$ cat src/rtl/core/bpcr_pkg.sv
package bpcr_pkg;

    localparam int CH_W       = 2;
    localparam int SMP_W      = 12;
    localparam int GAIN_W     = 16;
    localparam int THR_W      = 12;
    localparam int POT_W      = 8;
    localparam int ADJ_W      = 9;
    localparam int CFG_IDX_W  = 2;
    localparam int CFG_DATA_W = 16;

    localparam logic [GAIN_W-1:0] PROP_GAIN_RST  = 16'd660;
    localparam logic [GAIN_W-1:0] DERIV_GAIN_RST = 16'd13200;
    localparam logic [THR_W-1:0]  LOW_THR_RST    = 12'd149;
    localparam logic [POT_W-1:0]  POT_MAX        = 8'd255;

    typedef enum logic [CFG_IDX_W-1:0] {
        CFG_PROP_GAIN     = 2'd0,
        CFG_DERIV_GAIN    = 2'd1,
        CFG_LOW_THRESHOLD = 2'd2
    } t_cfg_idx;

    typedef struct packed {
        logic            valid;
        logic [CH_W-1:0] ch;
        logic            present;
        logic            active;
    } t_item_ctl;

    typedef struct packed {
        logic [GAIN_W-1:0] prop;
        logic [GAIN_W-1:0] deriv;
    } t_gains;

    typedef struct packed {
        logic [CH_W-1:0]  ch;
        logic             enable;
        logic [POT_W-1:0] pot;
    } t_result;

endpackage

$ cat src/rtl/core/bpcr_pd_calc.sv
module bpcr_pd_calc #(
    parameter int WINDOW         = 512,
    parameter int GAIN_FRAC_BITS = 16
) (
    input  logic                                           i_clk,
    input  logic                                           i_rst_n,
    input  bpcr_pkg::t_gains                               i_gains,
    input  bpcr_pkg::t_item_ctl                            i_ctl,
    input  logic signed [bpcr_pkg::SMP_W+$clog2(WINDOW):0] i_err,
    input  logic signed [bpcr_pkg::SMP_W+$clog2(WINDOW):0] i_dsum,
    input  logic [bpcr_pkg::SMP_W+$clog2(WINDOW)-1:0]      i_sum,
    input  logic [bpcr_pkg::SMP_W+$clog2(WINDOW)-1:0]      i_prev,
    input  logic [bpcr_pkg::POT_W-1:0]                     i_pot,
    input  logic [$clog2(WINDOW)-1:0]                      i_pos,
    output bpcr_pkg::t_item_ctl                            o_done,
    output logic [bpcr_pkg::SMP_W+$clog2(WINDOW)-1:0]      o_wb_sum,
    output logic [bpcr_pkg::SMP_W+$clog2(WINDOW)-1:0]      o_wb_prev,
    output logic [bpcr_pkg::POT_W-1:0]                     o_wb_pot,
    output logic [$clog2(WINDOW)-1:0]                      o_wb_pos,
    output bpcr_pkg::t_result                              o_result
);

    localparam int PW     = $clog2(WINDOW);
    localparam int SUM_W  = bpcr_pkg::SMP_W + PW;
    localparam int DIFF_W = SUM_W + 1;
    localparam int PROD_W = bpcr_pkg::GAIN_W + 1 + DIFF_W;
    localparam int NUM_W  = PROD_W + 1;
    localparam int MAG_W  = NUM_W - GAIN_FRAC_BITS;
    localparam int MW     = bpcr_pkg::ADJ_W + PW;
    localparam int EXT_W  = MAG_W + MW;
    localparam int K      = MW + PW;
    localparam int RW     = MW + 2;
    localparam int QP_W   = MW + RW;
    localparam int AW     = bpcr_pkg::ADJ_W + 1;
    localparam logic [EXT_W-1:0] LIMIT = EXT_W'(longint'(WINDOW) << bpcr_pkg::ADJ_W);
    localparam logic [RW-1:0]    RECIP =
        RW'(((longint'(1) << K) + longint'(WINDOW) - longint'(1)) / longint'(WINDOW));
    localparam logic [bpcr_pkg::ADJ_W-1:0] Q_CAP = '1;

    logic signed [bpcr_pkg::GAIN_W:0] prop_s;
    logic signed [bpcr_pkg::GAIN_W:0] deriv_s;

    bpcr_pkg::t_item_ctl        r4_ctl, r5_ctl, r6_ctl;
    logic signed [PROD_W-1:0]   r4_pprop;
    logic signed [PROD_W-1:0]   r4_pderiv;
    logic [SUM_W-1:0]           r4_sum, r5_sum, r6_sum;
    logic [SUM_W-1:0]           r4_prev, r5_prev, r6_prev;
    logic [bpcr_pkg::POT_W-1:0] r4_pot, r5_pot, r6_pot;
    logic [PW-1:0]              r4_pos, r5_pos, r6_pos;

    logic signed [NUM_W-1:0] num;
    logic                    n_neg;
    logic [NUM_W-1:0]        num_abs;
    logic [MAG_W-1:0]        mag;
    logic                    n_big;
    logic                    r5_neg, r5_big;
    logic [MW-1:0]           r5_m;

    logic [QP_W-1:0]                qprod;
    logic [bpcr_pkg::ADJ_W-1:0]     n_q;
    logic [bpcr_pkg::ADJ_W-1:0]     r6_q;
    logic                           r6_neg;

    logic [AW-1:0]              up_sum;
    logic [bpcr_pkg::POT_W-1:0] code_up;
    logic [bpcr_pkg::POT_W-1:0] code_dn;
    logic [bpcr_pkg::POT_W-1:0] code;

    assign prop_s  = {1'b0, i_gains.prop};
    assign deriv_s = {1'b0, i_gains.deriv};

    always_comb begin
        num = NUM_W'(r4_pprop) + NUM_W'(r4_pderiv);
        n_neg = num[NUM_W-1];
        num_abs = n_neg ? NUM_W'(-num) : NUM_W'(num);
        mag = num_abs[NUM_W-1:GAIN_FRAC_BITS];
        n_big = (EXT_W'(mag) >= LIMIT);
    end

    always_comb begin
        qprod = QP_W'(r5_m) * QP_W'(RECIP);
        n_q = r5_big ? Q_CAP : qprod[K +: bpcr_pkg::ADJ_W];
    end

    always_comb begin
        up_sum = AW'(r6_pot) + AW'(r6_q);
        code_up = (up_sum > AW'(bpcr_pkg::POT_MAX)) ? bpcr_pkg::POT_MAX
                                                   : up_sum[bpcr_pkg::POT_W-1:0];
        code_dn = (r6_q > bpcr_pkg::ADJ_W'(r6_pot)) ? '0
                                                     : r6_pot - bpcr_pkg::POT_W'(r6_q);
        code = r6_neg ? code_up : code_dn;
    end

    always_ff @(posedge i_clk) begin
        if (!i_rst_n) begin
            r4_ctl <= '0;
            r5_ctl <= '0;
            r6_ctl <= '0;
        end else begin
            r4_ctl <= i_ctl;
            r5_ctl <= r4_ctl;
            r6_ctl <= r5_ctl;
        end
    end

    always_ff @(posedge i_clk) begin
        r4_pprop <= prop_s * i_err;
        r4_pderiv <= deriv_s * i_dsum;
        r4_sum <= i_sum;
        r4_prev <= i_prev;
        r4_pot <= i_pot;
        r4_pos <= i_pos;
        r5_neg <= n_neg;
        r5_big <= n_big;
        r5_m <= MW'(mag);
        r5_sum <= r4_sum;
        r5_prev <= r4_prev;
        r5_pot <= r4_pot;
        r5_pos <= r4_pos;
        r6_q <= n_q;
        r6_neg <= r5_neg;
        r6_sum <= r5_sum;
        r6_prev <= r5_prev;
        r6_pot <= r5_pot;
        r6_pos <= r5_pos;
    end

    assign o_done    = r6_ctl;
    assign o_wb_sum  = r6_sum;
    assign o_wb_prev = r6_prev;
    assign o_wb_pot  = r6_ctl.active ? code : '0;
    assign o_wb_pos  = r6_pos;

    assign o_result.ch     = r6_ctl.ch;
    assign o_result.enable = r6_ctl.active;
    assign o_result.pot    = r6_ctl.active ? code : '0;

endmodule

$ cat config.mk
export PLATFORM = sky130hd
export DESIGN_NAME = bpcr_pd_calc
export DESIGN_NICKNAME = d
export VERILOG_FILES = /design/src/rtl/core/bpcr_pkg.sv /design/src/rtl/core/bpcr_pd_calc.sv
export SDC_FILE = /design/constraint.sdc
export NUM_CORES = 2
export LEC_CHECK = 0
export ABC_CLOCK_PERIOD_IN_PS = 22100
export BUFFER_PORTS_ARGS = -buffer_cell sky130_fd_sc_hd__buf_4
export CAP_MARGIN = 15
export CORE_MARGIN = 4
export CORE_UTILIZATION = 52
export CTS_CLUSTER_DIAMETER = 80
export DETAILED_ROUTE_END_ITERATION = 7
export PLACE_DENSITY = 0.72
export SYNTH_ARGS = -nofsm -noshare
export SYNTH_HDL_FRONTEND = slang
export SYNTH_SLANG_ARGS = --single-unit
$ cat constraint.sdc
create_clock -name i_clk -period 22.1 [get_ports i_clk]
set_clock_uncertainty 0.05 [all_clocks]
set_input_delay 2.21 -clock i_clk [delete_from_list [all_inputs] [get_ports i_clk]]
set_output_delay 2.21 -clock i_clk [all_outputs]
set_load 0.05 [all_outputs]
==> impl_metrics.yaml <==
status:
  status: "completed"
die:
  ioPinCount: 217
  core_area_um2: 67300
  start_util: 0.525
  die-area_um2: 72200
  die_w_um: 269
  die_h_um: 269
  core.rowCount: 95
synth:
  syn_avg_cell_area_um2: 9.37
  syn-num-nets: 4873
  yosys_warnings: 0
  synthFlopType: "dfxtp_1"
  syn_area_um2: 35400
  netlist_instances: 3774
  synthArstFlopShare: 0
  synth-seq-cells: 291
  synth-edff-count: 0
  synth_cell_type_count: 76
  seq_area_frac_synth: 0.165
timing:
  timing.final.crit_period_ns: 8.40
  max_clock_freq_ghz: 0.119
  finalHoldViolCount: 0
  final_max_slew_viol_count: 0
  tightest_slew_ns: 0.611
  finalSetupTns_ns: 0
  rsz0062_at_grt: "no"
  setup_violations: 0
  max-slew-margin-rel: 0.588
  fin_crit_sh: 0.380
critical_path:
  crit_fanout: 22
  path_delay_family: "adder cells"
  endpoint_kind: "flip-flop"
  worstSetupPathType: "input pin to flip-flop"
  critPathLaunchType: "input pin"
  max_stage_delay_ns: 0.58
  crit_path_frequent_cell: "fa_1"
  critical_path.slowest_cell: "fa_1"
  startpoint: "i_gains[18]"
  rr_worst_depth: 13
  critical_path_required_ns: 22.49
  r2r_end: "r5_m[17]$_DFF_P_"
  arrival_ns: 8.79
  reg2reg_setup_slack_ns: 17.77
  r2r-start: "r4_pderiv[0]$_DFF_P_"
  cp_num_buf_inv: 5
  path_cells: "buf_4, nand2_1, fa_1, fa_1, fa_1, fa_1, inv_1, fa_1, inv_1, fa_1, inv_1, ha_1, nand3_1, nor3_1, a21oi_1, o21ai_0, buf_4, a32oi_1, a21oi_1, a221o_1, o211a_1, a211o_1, o41a_1, xor2_1"
worst_hold_path:
  hold_depth: 0
  min_to: "o_wb_prev[12]$_DFF_P_"
  hold_class: "flip-flop to flip-flop"
  hold_start: "r5_prev[12]$_DFF_P_"
clock_tree:
  holdBufCountCts: 0
  path_clk_slew_ns: 0.06
  cts_tree: "built"
  cts_buffers: 30
  insertion_delay_ns: 0.55
  clock-sinks: 291
  root_buffer: "clkbuf_16"
  post_cts_buffers: 0
  postCtsResizedCells: 0
  clk_path_buf_depth: 3
  h-tree-depth: 1
global_routing:
  gr-usage-all-layers: 0.214
  grt_pass1_vias: 26442
  grt_overflow: 0
  antenna_found_initial: 0
  grt_pass1_wl_um: 127000
  grt_max_degree: 23
final_layout:
  instances_no_fill: 4783
  mostFrequentLayoutCell: "inv_1"
  syn2layout_area_growth_pct: 8.86
  final_nets: 4988
  diodes: 0
  post_route_cells_drive_above_1_share: 0.0770
  final_cell_mix: "908 x inv_1, 701 x fa_1, 484 x nand2_1"
placed_design:
  hpwl_um: 62400
  port_buffers: 216
  dp_cells: 4730
  gp_congestion: 0.870
drt:
  drt_iter0_drc: 1316
  num_vias: 24848
  drc_errors: 0
  ant_nets: 0
  dr.pass1.iters: 5
  routed_wl_um: 74900
  vias_per_cell: 5.20
  wl_per_cell_um: 15.7
flow_run:
  cap_violations: 0
## flip-flops by register name, indices dropped and copies added, names as in the netlist, 5 cells and up
signal,cells
r6_q,9
o_wb_pos,9
r5_m,9
r4_ctl,5
r4_sum,21
r5_sum,21
r6_pot,8
o_done,5
r5_prev,21
r4_pot,8
r5_pot,8
r5_pos,9
r4_pprop,39
r4_pderiv,39
o_wb_prev,21
r4_pos,9
o_wb_sum,21
r5_ctl,5
r4_prev,21
## per-stage QoR
stage,hold slack [ns],setup slack (ns),instance area [um2],util
finish,0.273,13.70,38500,0.572
detailed placement,0.262,13.15,37500,0.557
global route,0.275,13.32,38500,0.572
global placement,0.260,13.29,37500,0.557
CTS,0.276,13.73,38500,0.572
floorplan,0.260,13.60,35400,-
## metal layers
layer	vias to the layer above	global-route usage	wire length [um]
met4	0	0.0664	2540
met3	180	0.0230	3960
li1	11475	-	-
met2	756	0.394	38700
met1	12437	0.267	29700
met5	-	0	0
## worst register-to-register path, delay by kind of cell (launching register included)
kind | cells | cell delay, ns
fa+ha+maj | 2 | 0.64
xor+xnor | 1 | 0.19
compound gates | 5 | 1.32
simple gates | 4 | 1.53
mux | 1 | 0.14
flops | 1 | 0.33
## worst max-delay path by stage
stage | to | slack (ns) | depth (start not counted)
2_1_floorplan | r4_pderiv[35]$_DFF_P_ | 13.60 | 25
3_3_place_gp | r4_pprop[37]$_DFF_P_ | 13.29 | 25
5_1_grt | r4_pderiv[35]$_DFF_P_ | 13.32 | 25
6_report | r4_pprop[37]$_DFF_P_ | 13.70 | 24
4_1_cts | r4_pderiv[35]$_DFF_P_ | 13.73 | 25
3_5_place_dp | r4_pderiv[35]$_DFF_P_ | 13.15 | 23
## cells in the mapped netlist (all sizes together) (3+ instances only)
| cell | instances | area (um2) |
|---|---|---|
| a2111o | 4 | 45.0 |
| a2111oi | 3 | 32.5 |
| a211o | 12 | 106 |
| a211oi | 15 | 113 |
| a21o | 43 | 325 |
| a21oi | 109 | 546 |
| a221o | 4 | 41.3 |
| a311oi | 4 | 35.0 |
| a31o | 3 | 26.3 |
| a31oi | 10 | 62.6 |
| a41oi | 7 | 61.3 |
| and2 | 304 | 1910 |
| and3 | 12 | 75.1 |
| buf | 17 | 143 |
| clkbuf | 117 | 443 |
| dfxtp | 291 | 5830 |
| fa | 701 | 14000 |
| ha | 256 | 3200 |
| inv | 908 | 3410 |
| mux2i | 3 | 30.0 |
| nand2 | 484 | 1820 |
| nand2b | 10 | 62.6 |
| nand3 | 18 | 90.1 |
| nand4 | 10 | 68.8 |
| nor2 | 82 | 308 |
| nor2b | 14 | 87.6 |
| nor3 | 30 | 161 |
| nor3b | 4 | 30.0 |
| o2111ai | 3 | 26.3 |
| o211a | 4 | 40.0 |
| o211ai | 10 | 75.1 |
| o21a | 27 | 203 |
| o21ai | 61 | 305 |
| o21bai | 13 | 97.6 |
| o221ai | 5 | 43.8 |
| o311ai | 3 | 26.3 |
| o31a | 3 | 26.3 |
| o31ai | 6 | 45.0 |
| or2 | 15 | 93.8 |
| or3 | 12 | 75.1 |
| or3b | 3 | 26.3 |
| xnor2 | 80 | 701 |
| xor2 | 24 | 210 |
## cell type report
cell class	instances	area [um2]
fill	5791	28800
multi-input combinational	2441	25500
clock buffer	38	812
sequential	291	5830
timing repair buffer	217	1630
clock inverter	15	184
inverter	908	3410
tap	873	1090
## kinds of logic (layout without fill, tap and decap cells)
kind of cell,after synthesis,after routing,share of synthesized area
fa+ha+maj,957,957,0.488
mux,5,5,0.00149
flops,291,291,0.165
simple gates,1005,1005,0.138
compound gates,370,370,0.0699
buf+inv,1042,1178,0.113
xor+xnor,104,104,0.0258
Power is left out: the tool's default activity adds up to more than one toggle a clock period on the data nets, which glitch-free logic cannot reach.
