$ cat src/rtl/core/bpcr_pkg.sv
package bpcr_pkg;

    localparam int CH_W       = 2;
    localparam int SMP_W      = 12;
    localparam int GAIN_W     = 16;
    localparam int THR_W      = 12;
    localparam int POT_W      = 8;
    localparam int ADJ_W      = 9;
    localparam int CFG_IDX_W  = 2;
    localparam int CFG_DATA_W = 16;

    localparam logic [GAIN_W-1:0] PROP_GAIN_RST  = 16'd660;
    localparam logic [GAIN_W-1:0] DERIV_GAIN_RST = 16'd13200;
    localparam logic [THR_W-1:0]  LOW_THR_RST    = 12'd149;
    localparam logic [POT_W-1:0]  POT_MAX        = 8'd255;

    typedef enum logic [CFG_IDX_W-1:0] {
        CFG_PROP_GAIN     = 2'd0,
        CFG_DERIV_GAIN    = 2'd1,
        CFG_LOW_THRESHOLD = 2'd2
    } t_cfg_idx;

    typedef struct packed {
        logic            valid;
        logic [CH_W-1:0] ch;
        logic            present;
        logic            active;
    } t_item_ctl;

    typedef struct packed {
        logic [GAIN_W-1:0] prop;
        logic [GAIN_W-1:0] deriv;
    } t_gains;

    typedef struct packed {
        logic [CH_W-1:0]  ch;
        logic             enable;
        logic [POT_W-1:0] pot;
    } t_result;

endpackage

$ cat src/rtl/core/bpcr_out_fifo.sv
module bpcr_out_fifo #(
    parameter int DEPTH = 8
) (
    input  logic                       i_clk,
    input  logic                       i_rst_n,
    input  logic                       i_push,
    input  bpcr_pkg::t_result          i_data,
    output logic                       o_valid,
    input  logic                       i_stall,
    output bpcr_pkg::t_result          o_data,
    output logic [$clog2(DEPTH+1)-1:0] o_count
);

    localparam int PTR_W = (DEPTH > 1) ? $clog2(DEPTH) : 1;
    localparam int CNT_W = $clog2(DEPTH + 1);
    localparam logic [PTR_W-1:0] PTR_LAST = PTR_W'(DEPTH - 1);

    bpcr_pkg::t_result q_mem [DEPTH];

    logic [PTR_W-1:0] r_wr_ptr, r_rd_ptr;
    logic [CNT_W-1:0] r_count;
    logic             pop;

    assign pop     = (r_count != '0) && !i_stall;
    assign o_valid = (r_count != '0);
    assign o_data  = q_mem[r_rd_ptr];
    assign o_count = r_count;

    always_ff @(posedge i_clk) begin
        if (i_push) begin
            q_mem[r_wr_ptr] <= i_data;
        end
    end

    always_ff @(posedge i_clk) begin
        if (!i_rst_n) begin
            r_wr_ptr <= '0;
            r_rd_ptr <= '0;
            r_count <= '0;
        end else begin
            if (i_push) begin
                r_wr_ptr <= (r_wr_ptr == PTR_LAST) ? '0 : r_wr_ptr + 1'b1;
            end
            if (pop) begin
                r_rd_ptr <= (r_rd_ptr == PTR_LAST) ? '0 : r_rd_ptr + 1'b1;
            end
            r_count <= r_count + CNT_W'(i_push) - CNT_W'(pop);
        end
    end

endmodule

$ cat config.mk
export PLATFORM = sky130hd
export DESIGN_NAME = bpcr_out_fifo
export DESIGN_NICKNAME = d
export VERILOG_FILES = /design/src/rtl/core/bpcr_pkg.sv /design/src/rtl/core/bpcr_out_fifo.sv
export SDC_FILE = /design/constraint.sdc
export NUM_CORES = 1
export LEC_CHECK = 0
export BUFFER_PORTS_ARGS = -buffer_cell sky130_fd_sc_hd__buf_2
export CAP_MARGIN = 30
export CORE_ASPECT_RATIO = 1.2
export CORE_UTILIZATION = 36
export CTS_CLUSTER_SIZE = 40
export DETAILED_ROUTE_END_ITERATION = 10
export MAX_ROUTING_LAYER = met4
export PLACE_DENSITY = 0.54
export RECOVER_POWER = 50
export SYNTH_ARGS = -nofsm -noshare
export SYNTH_HDL_FRONTEND = slang
export SYNTH_SLANG_ARGS = --single-unit
$ cat constraint.sdc
create_clock -name i_clk -period 5.6 [get_ports i_clk]
set_input_delay 1.12 -clock i_clk [delete_from_list [all_inputs] [get_ports i_clk]]
set_output_delay 1.12 -clock i_clk [all_outputs]
set_load 0.01 [all_outputs]
==> results.toml, run 1 <==
[clock_network]
clk_latency_ns = 0.35
hold_buffers = 0
clk_pin_slew_worst_paths_ns = 0.06
cts_made_buffers = 9
cts_root_buf = "clkbuf_16"
htreeDepth = 3
cts_buffer_depth = 2
postCtsResizedCells = 0
cts.sinks = 101
cts_tree = "built"
postCtsSetupBuffers = 0

[power_and_ir_drop]
switching_power_mw = 0.425
p_total_mw = 1.82
clkPwrFrac_pct = 34.9
power.internal_mw = 1.40
p_seq_share_pct = 48.7
p_leak_nw = 1.65
powerDensity_mw_per_mm2 = 382
power_frac_comb_pct = 16.3
p_sw_share_pct = 23.3
vdd_ir_drop_max_mv = 0.215

[setup_path]
r2r-end = "o_count[2]"
critPathCaptureType = "output pin"
crit_path_max_fanout = 13
crit_slowest_cell = "dfxtp_1"
cp-start-kind = "flop"
crit_arrival_ns = 2.31
rrSetupSlack_ns = 3.51
max_stage_delay_ns = 0.64
crit_path_cell_trace = "buf_16, buf_4, mux4_1, mux2_2, buf_2"
critPathKind = "reg -> out"
r2r_start = "o_count[2]"
required_ns = 4.48
reg2regPathDepth = 9

[placement]
hpwl_um = 4350
io_buffer_count = 30
dpl.cell_count = 369
dp_slack_ns = 2.52
routabilityCongestion = 0.638

[outcome]
status = "completed"

[timing]
timing.final.crit_period_ns = 3.43
hold_viol_final = 0
finalMaxSlewViolations = 0
fin_crit_sh_pct = 61.2
rsz0062_at_grt = "no"
worst_slew_pin_slew_ns = 0.795
fmaxAchievable_mhz = 292
setup_viol = 0
slew_headroom_pct = 47.0
setup-tns-final_ns = 0
skew_ns = 0.00630
timing.final.ws_setup_ns = 2.17

[die]
die_area_mm2 = 0.0117
fp.dieW_um = 99.0
die_h_um = 118
core.rowCount = 42
io_pins = 31
initial_core_util_pct = 36.8
coreArea_mm2 = 0.0110

[final_layout]
fin_cells = 385
antenna_cells = 0
fillers = 965
drive_above_1_share_pct = 20.9
final_net_count = 272
area_delta_synth_final_pct = 17.4

[detailed_routing]
drt_iter0_drc = 65
via_per_inst = 4.96
wire_per_inst_um = 17.9
top_layer_used = "met4"
met3_wirelength_um = 255
antenna_left = 0
wl_met1_um = 3020
dr_total_vias = 1910
dr_wl_met2_um = 3430
drt-total-wl_um = 6890
drc = 0
first_pass_iters = 4

[global_route]
grt_max_degree = 20
grt_pass1_vias = 1944
track_usage_pct = 13.5
grt_pass1_wl_um = 10600
overflow = 0
antenna_found_initial = 0

[synthesis]
netlist_area_mm2 = 0.00407
synth_ff_type = "edfxtp_1"
yosysWarningCount = 0
synth_area_leaders = "edfxtp_1 (65%), mux4_1 (14%), dfxtp_1 (6.4%)"
syn_inst = 202
synth_area_leader_cell = "edfxtp_1"
synth.cells.most_frequent = "edfxtp_1 (88), mux4_1 (22), dfxtp_1 (13), nand2_1 (12), mux2_2 (11)"
seq_area_frac_synth_pct = 71.4
synthDistinctLibCells = 24
yosysMostFrequentCell = "edfxtp_1"
syn_nets = 226
ys_ff_latch = 101
synth_edf_count = 88
async_flop_share_pct = 0
syn_area_per_cell_um2 = 20.1
synth_top_cell_area_share_pct = 65.0

[hold_path]
holdPathStages = 2
holdCritStartpoint = "r_rd_ptr[2]"
min_to = "r_rd_ptr[2]"
min_path_type = "reg -> reg"

[flow_run]
maxCapViolCount = 0
-- cells by family after synthesis --
kind of cell / Yosys count / synth area share (%)
AO/OA/AOI/OAI: 3 / 0.462
XOR/XNOR: 1 / 0.215
adder cells (fa/ha/maj): 9 / 2.95
buffers and inverters: 11 / 1.39
flip-flops: 101 / 71.4
multiplexers: 42 / 19.5
AND/OR/NAND/NOR: 35 / 4.09
-- flip-flops by register name, summed over array words and instances, names as in the netlist, named ones only --
signal / count
o_count: 4
r_rd_ptr: 3
q_mem: 88
r_wr_ptr: 3
-- layout by cell type, fill, tap and decap left out, types with 3 or more instances in the layout --
cell and n:
and2_1 4, buf_2 17, buf_4 7, clkbuf_1 16, clkbuf_16 12, dfxtp_1 13
edfxtp_1 88, ha_1 8, inv_1 5, mux2_2 11, mux2i_1 9, mux4_1 22
nand2_1 12, nand2b_1 3, nor2_1 9
-- worst max path at each step --
stage,startpoint,to,slack [ns]
after floorplan,flop,o_data[0],3.09
after global placement,flop,o_data[1],2.15
after detailed placement,flop,o_data[2],2.52
after CTS,flop,o_data[2],2.14
after global routing,flop,o_data[1],2.08
final,flop,o_data[2],2.17
-- power groups by stage --
stage	Clock, mW	Sequential, mW	Combinational [mW]
5_1_grt	0.680	0.894	0.332
6_report	0.637	0.888	0.298
4_1_cts	0.652	0.891	0.307
3_3_place_gp	0	0.916	0.281
2_1_floorplan	0	0.889	0.217
3_5_place_dp	0	0.907	0.305
-- worst max-delay path, delay by kind of cell, from the launching register on --
kind / cells / cell delay, ns
buffers and inverters: 3 / 0.50
flip-flops: 1 / 0.64
multiplexers: 2 / 0.82
-- metal layers --
| layer | GRT usage (%) | vias to the layer above |
|---|---|---|
| li1 | - | 912 |
| met1 | 15.6 | 956 |
| met2 | 20.7 | 30 |
| met3 | 3.84 | 12 |
| met4 | 8.12 | 0 |
| met5 | - | - |
-- per-stage QoR --
| step | hold slack (ns) | util (%) | instance area (um^2) |
|---|---|---|---|
| 3_5_place_dp | 0.488 | 40.6 | 4480 |
| 3_3_place_gp | 0.474 | 40.0 | 4410 |
| 6_report | 0.495 | 43.2 | 4770 |
| 2_1_floorplan | 0.460 | - | 4070 |
| 5_1_grt | 0.515 | 43.2 | 4770 |
| 4_1_cts | 0.497 | 43.5 | 4800 |
-- cell type report --
class,count,area (um^2),area share [%]
Clock buffer,14,308,6.45
Clock inverter,2,10.0,0.210
Inverter,5,18.8,0.393
Multi-Input combinational cell,90,1110,23.3
Sequential cell,101,2900,60.8
Tap cell,132,165,3.46
Timing Repair Buffer,41,256,5.37
No activity file was read; power rests on OpenSTA's default activity.
==> run 2, diff against run 1 <==
--- a/config.mk
+++ b/config.mk
@@ -5,6 +5,7 @@
 export SDC_FILE = /design/constraint.sdc
 export NUM_CORES = 1
 export LEC_CHECK = 0
+export ABC_AREA = 1
 export BUFFER_PORTS_ARGS = -buffer_cell sky130_fd_sc_hd__buf_2
 export CAP_MARGIN = 30
 export CORE_ASPECT_RATIO = 1.2
@@ -12,7 +13,7 @@
 export CTS_CLUSTER_SIZE = 40
 export DETAILED_ROUTE_END_ITERATION = 10
 export MAX_ROUTING_LAYER = met4
-export PLACE_DENSITY = 0.54
+export PLACE_DENSITY = 0.56
 export RECOVER_POWER = 50
 export SYNTH_ARGS = -nofsm -noshare
 export SYNTH_HDL_FRONTEND = slang
==> constraint.sdc (replaced) <==
create_clock -name i_clk -period 3.1 [get_ports i_clk]
set_input_delay 0.62 -clock i_clk [delete_from_list [all_inputs] [get_ports i_clk]]
set_output_delay 0.62 -clock i_clk [all_outputs]
set_load 0.01 [all_outputs]
==> run 2 against run 1 <==
Compared with the run above:
- worst setup slack worse by 1.6 ns
- first-iteration DRC count is 140% higher
- via count is 59% higher
- final cell count is 77% higher
- clock skew is 0.0021 ns higher
- combinational power grew to 3.3 times the previous value
- largest cell class unchanged
- highest routed layer unchanged
==> results.toml, run 2 <==
[global_route]
grt_max_degree = 45
overflow = 0
grt_pass1_vias = 2937
grt_pass1_wl_um = 14900
antenna_found_initial = 1
track_usage_pct = 15.7

[die]
die_h_um = 125
initial_core_util_pct = 37.1
die_area_mm2 = 0.0131
core.rowCount = 44
fp.dieW_um = 105
io_pins = 31
coreArea_mm2 = 0.0122

[clock_network]
htreeDepth = 3
cts_root_buf = "clkbuf_16"
hold_buffers = 0
clk_latency_ns = 0.35
postCtsResizedCells = 0
cts.sinks = 101
cts_made_buffers = 9
cts_tree = "built"
postCtsSetupBuffers = 0
clk_pin_slew_worst_paths_ns = 0.07
cts_buffer_depth = 2

[synthesis]
syn_nets = 500
synth_area_leader_cell = "edfxtp_1"
synth_edf_count = 88
synth.cells.most_frequent = "nand2_1 (164), inv_1 (105), edfxtp_1 (88), nand3_1 (48), nor2_1 (20)"
ys_ff_latch = 101
synth_area_leaders = "edfxtp_1 (58%), nand2_1 (14%), inv_1 (8.7%)"
syn_area_per_cell_um2 = 9.54
seq_area_frac_synth_pct = 63.9
netlist_area_mm2 = 0.00454
async_flop_share_pct = 0
syn_inst = 476
synth_ff_type = "edfxtp_1"
synthDistinctLibCells = 19
yosysMostFrequentCell = "nand2_1"
synth_top_cell_area_share_pct = 58.2
yosysWarningCount = 0

[setup_path]
r2r-end = "o_count[2]"
required_ns = 2.48
cp-start-kind = "flop"
critPathCaptureType = "output pin"
max_stage_delay_ns = 0.64
crit_slowest_cell = "dfxtp_1"
path_delay_family = "flip-flops"
rrSetupSlack_ns = 1.16
crit_path_cell_trace = "inv_4, nand2_1, nand3_1, nand2_1, nand2_1, nand2_1, buf_2"
r2r_start = "o_count[2]"
crit_arrival_ns = 1.89
path_buf_inv = 2
reg2regPathDepth = 9
cp_common_cell = "nand2_1"
critPathKind = "reg -> out"
crit_path_max_fanout = 44

[final_layout]
layout_common_cells = "nand2_1 (164), inv_1 (105), edfxtp_1 (88)"
area_delta_synth_final_pct = 12.8
fillers = 1222
largest_reg_flops = 88
final_common_cell = "nand2_1"
multi_input_area_mm2 = 0.00111
post-route-util_pct = 41.9
drive_above_1_share_pct = 8.88
fin_cells = 680
final_net_count = 537
regMostFlops = "q_mem"
seq_area_mm2 = 0.00290

[placement]
routabilityCongestion = 0.822
hpwl_um = 5840
dp_slack_ns = 0.947
dpl.cell_count = 663
io_buffer_count = 30

[detailed_routing]
drt-total-wl_um = 9200
via_per_inst = 4.47
dr_total_vias = 3038
first_pass_iters = 4
wire_per_inst_um = 13.5
antenna_left = 0
drt_iter0_drc = 159
drc = 0

[timing]
skew_ns = 0.00841
slew_headroom_pct = 42.4
setup_viol = 0
timing.final.crit_period_ns = 2.51
worst_slew_pin_slew_ns = 0.865
rsz0062_at_grt = "no"
holdWs_ns = 0.506
fmaxAchievable_mhz = 399
hold_viol_final = 0
setup-tns-final_ns = 0
fin_crit_sh_pct = 80.8
timing.final.ws_setup_ns = 0.595
finalMaxSlewViolations = 0

[hold_path]
holdPathStages = 2
holdCritStartpoint = "r_wr_ptr[0]"
min_to = "r_wr_ptr[0]"
min_path_type = "reg -> reg"

[power_and_ir_drop]
powerDensity_mw_per_mm2 = 711
p_leak_nw = 2.38
vdd_ir_drop_max_mv = 0.321

[outcome]
status = "completed"

[flow_run]
maxCapViolCount = 0
-- run 2: changes by cell type after synthesis, sizes merged, moves of 9 or more --
cell / delta
nor2: +11
inv: +102
nand3: +48
mux4: -22
nand2: +152
mux2: -11
buf: +12
mux2i: -9
-- run 2: worst min-delay path, cell delays in order (launching register included) --
cell and delay (ns):
dfxtp_1 0.33, inv_1 0.07, a21oi_1 0.06
-- run 2: worst max-delay path by stage --
stage	endpoint	cells past startpoint	slack, ns	start
6_report	o_data[6]	7	0.59	flop
5_1_grt	o_data[10]	7	0.37	flop
4_1_cts	o_data[10]	7	0.56	flop
3_5_place_dp	o_data[10]	7	0.95	flop
3_3_place_gp	o_data[10]	7	1.01	flop
2_1_floorplan	o_count[1]	9	1.22	o_count[2]
-- run 2: through the flow --
step                cell area, um^2  power [mW]
floorplan                      4540        2.35
detailed placement             4860        2.63
global placement               4860        2.61
CTS                            5140        3.69
finish                         5120        3.64
global route                   5120        3.88
-- run 2: cell type report --
class	instances	share of cell area, %
well taps	161	3.93
inverters	107	7.89
clock inverters	4	0.415
flip-flops and latches	101	56.7
clock buffers	12	5.01
diodes	1	0.0489
repair buffers	42	4.25
multi-input cells	252	21.7
-- run 2: routing by layer --
layer	GRT usage [%]	part of all wire (%)	routed length, um	vias to the layer above
met5	-	0	0	-
met2	25.2	49	4510	53
li1	-	-	-	1548
met1	19.0	45	4130	1425
met4	6.64	1.7	152	0
met3	3.44	4.5	414	12
-- run 2: cell families (layout without fill, tap and decap cells) --
logic type	after synthesis	count (layout)	synth area share, %
AO/OA/AOI/OAI	8	8	0.882
AND/OR/NAND/NOR	234	234	20.8
XOR/XNOR	1	1	0.193
flip-flops	101	101	63.9
adder cells (fa/ha/maj)	9	9	2.65
other	0	1	0
buffers and inverters	123	165	11.5
-- run 2: report_power, final --
group | internal (mW) | switching, mW
Combinational | 0.350 | 0.633
Clock | 0.585 | 0.469
Sequential | 1.56 | 0.0492
Total | 2.49 | 1.15
==> run 3, diff against run 2 <==
==> constraint.sdc (replaced) <==
create_clock -name i_clk -period 2.3 [get_ports i_clk]
set_input_delay 0.46 -clock i_clk [delete_from_list [all_inputs] [get_ports i_clk]]
set_output_delay 0.46 -clock i_clk [all_outputs]
set_load 0.01 [all_outputs]
==> run 3 against run 2 <==
Compared with the run above:
- final cell count increased by 0.15%
- global-route usage shrank 0.77 points
- first-iteration DRC count grew 13%
- flip-flop and latch count did not move
- wire length down 3.1%
- worst setup slack worse by 0.37 ns
- clock-buffer cell count fell by 3
- die area stayed put
- worst hold slack worse by 0.083 ns
- clock power up 28%
==> results.toml, run 3 (synthesized netlist as in run 2, its figures left out) <==
[outcome]
status = "completed"

[hold_path]
min_to = "r_wr_ptr[0]"
holdPathStages = 3
holdCritStartpoint = "i_push"
min_path_type = "in -> reg"

[setup_path]
cp.depth = 7
r2r-end = "o_count[1]"
r2r_start = "o_count[2]"
rrSetupSlack_ns = 0.40
cp_common_cell = "nand2_1"
crit_path_cell_trace = "inv_4, nand2_1, nand3_1, nand2_1, nand2_1, nand2_1, buf_2"
path_buf_inv = 2
max_stage_delay_ns = 0.36
crit_slowest_cell = "inv_4"
path_delay_family = "buffers and inverters"
critPathCaptureType = "output pin"
cp-start-kind = "flop"
critPathKind = "reg -> out"
required_ns = 1.84
reg2regPathDepth = 9
crit_path_max_fanout = 44
crit_arrival_ns = 1.62

[final_layout]
multi_input_area_mm2 = 0.00111
regMostFlops = "q_mem"
largest_reg_flops = 88
area_delta_synth_final_pct = 12.9
post-route-util_pct = 41.9
seq_area_mm2 = 0.00290
fin_area_mm2 = 0.00513
drive_above_1_share_pct = 9.42
final_net_count = 540
fillers = 1194
final_common_cell = "nand2_1"
layout_common_cells = "nand2_1 (164), inv_1 (105), edfxtp_1 (88)"
antenna_cells = 0

[detailed_routing]
via_per_inst = 4.46
drt-total-wl_um = 8920
antenna_left = 0
drt_iter0_drc = 180
drc = 0
first_pass_iters = 5
dr_total_vias = 3034
wire_per_inst_um = 13.1

[timing]
skew_ns = 0.00472
setup-tns-final_ns = 0
rsz0062_at_grt = "no"
setup_viol = 0
finalMaxSlewViolations = 0
worst_slew_pin_slew_ns = 0.899
holdWs_ns = 0.424
hold_viol_final = 0
fmaxAchievable_mhz = 482
timing.final.crit_period_ns = 2.08
slew_headroom_pct = 40.1
fin_crit_sh_pct = 90.2

[power_and_ir_drop]
powerDensity_mw_per_mm2 = 946
p_total_mw = 4.85
vdd_ir_drop_max_mv = 0.499
p_seq_share_pct = 44.3
p_leak_nw = 2.39
switching_power_mw = 1.55
clkPwrFrac_pct = 27.6
p_sw_share_pct = 32.0
power_frac_comb_pct = 28.1
power.internal_mw = 3.30

[global_route]
antenna_found_initial = 0
grt_pass1_vias = 2854
overflow = 0
grt_pass1_wl_um = 14100
track_usage_pct = 14.9
grt_max_degree = 45

[placement]
placed_cell_area_mm2 = 0.00488
io_buffer_count = 30
hpwl_um = 5610
routabilityCongestion = 0.747

[die]
core.rowCount = 44
coreArea_mm2 = 0.0122
initial_core_util_pct = 37.1
fp.dieW_um = 105
die_area_mm2 = 0.0131
die_h_um = 125
io_pins = 31

[clock_network]
cts.sinks = 101
clk_pin_slew_worst_paths_ns = 0.06
hold_buffers = 0
postCtsResizedCells = 0
cts_root_buf = "clkbuf_16"
postCtsSetupBuffers = 0
cts_buffer_depth = 2
cts_made_buffers = 9
clk_latency_ns = 0.34
htreeDepth = 3
cts_tree = "built"

[flow_run]
maxCapViolCount = 0
-- run 3: changes by cell type in the layout (fill, tap and decap cells not counted), sizes merged --
cell    delta
clkinv     +3
inv        -1
clkbuf     -3
diode      -1
buf        +3
-- run 3: cell type report --
cell class / count / area share [%]
well taps: 161 / 3.93
multi-input cells: 252 / 21.7
repair buffers: 45 / 4.64
inverters: 107 / 7.88
clock buffers: 9 / 4.39
flip-flops and latches: 101 / 56.6
clock inverters: 6 / 0.805
-- run 3: worst max-delay path by stage --
stage                from          to  slack, ns
6_report             flop   o_data[5]       0.22
5_1_grt              flop   o_data[0]       0.06
4_1_cts              flop   o_data[5]       0.18
3_5_place_dp   o_count[2]  o_count[1]       0.41
3_3_place_gp      i_stall  o_count[1]       0.49
2_1_floorplan  o_count[2]  o_count[1]       0.42
-- run 3: power groups by stage --
stage	registers, mW	logic [mW]	clock network (mW)
CTS	2.15	1.39	1.38
detailed placement	2.19	1.39	0
global placement	2.19	1.36	0
global route	2.16	1.55	1.43
floorplan	2.19	0.978	0
finish	2.15	1.36	1.34
-- run 3: worst min-delay path: stages --
cell     delay (ns)
buf_2          0.13
nand2_1        0.07
a21oi_1        0.05
-- run 3: stage by stage --
stage	setup WS, ns	std cells
6_report	0.224	681
5_1_grt	0.0608	681
4_1_cts	0.181	681
3_5_place_dp	0.409	666
3_3_place_gp	0.494	666
2_1_floorplan	0.423	476
-- run 3: per-layer routing --
metal | track usage, % | vias to the layer above | part of all wire, %
met3 | 1.88 | 11 | 4.5
met5 | - | - | 0
met1 | 18.5 | 1412 | 45
met2 | 23.6 | 63 | 48
met4 | 8.15 | 0 | 2.1
li1 | - | 1548 | -
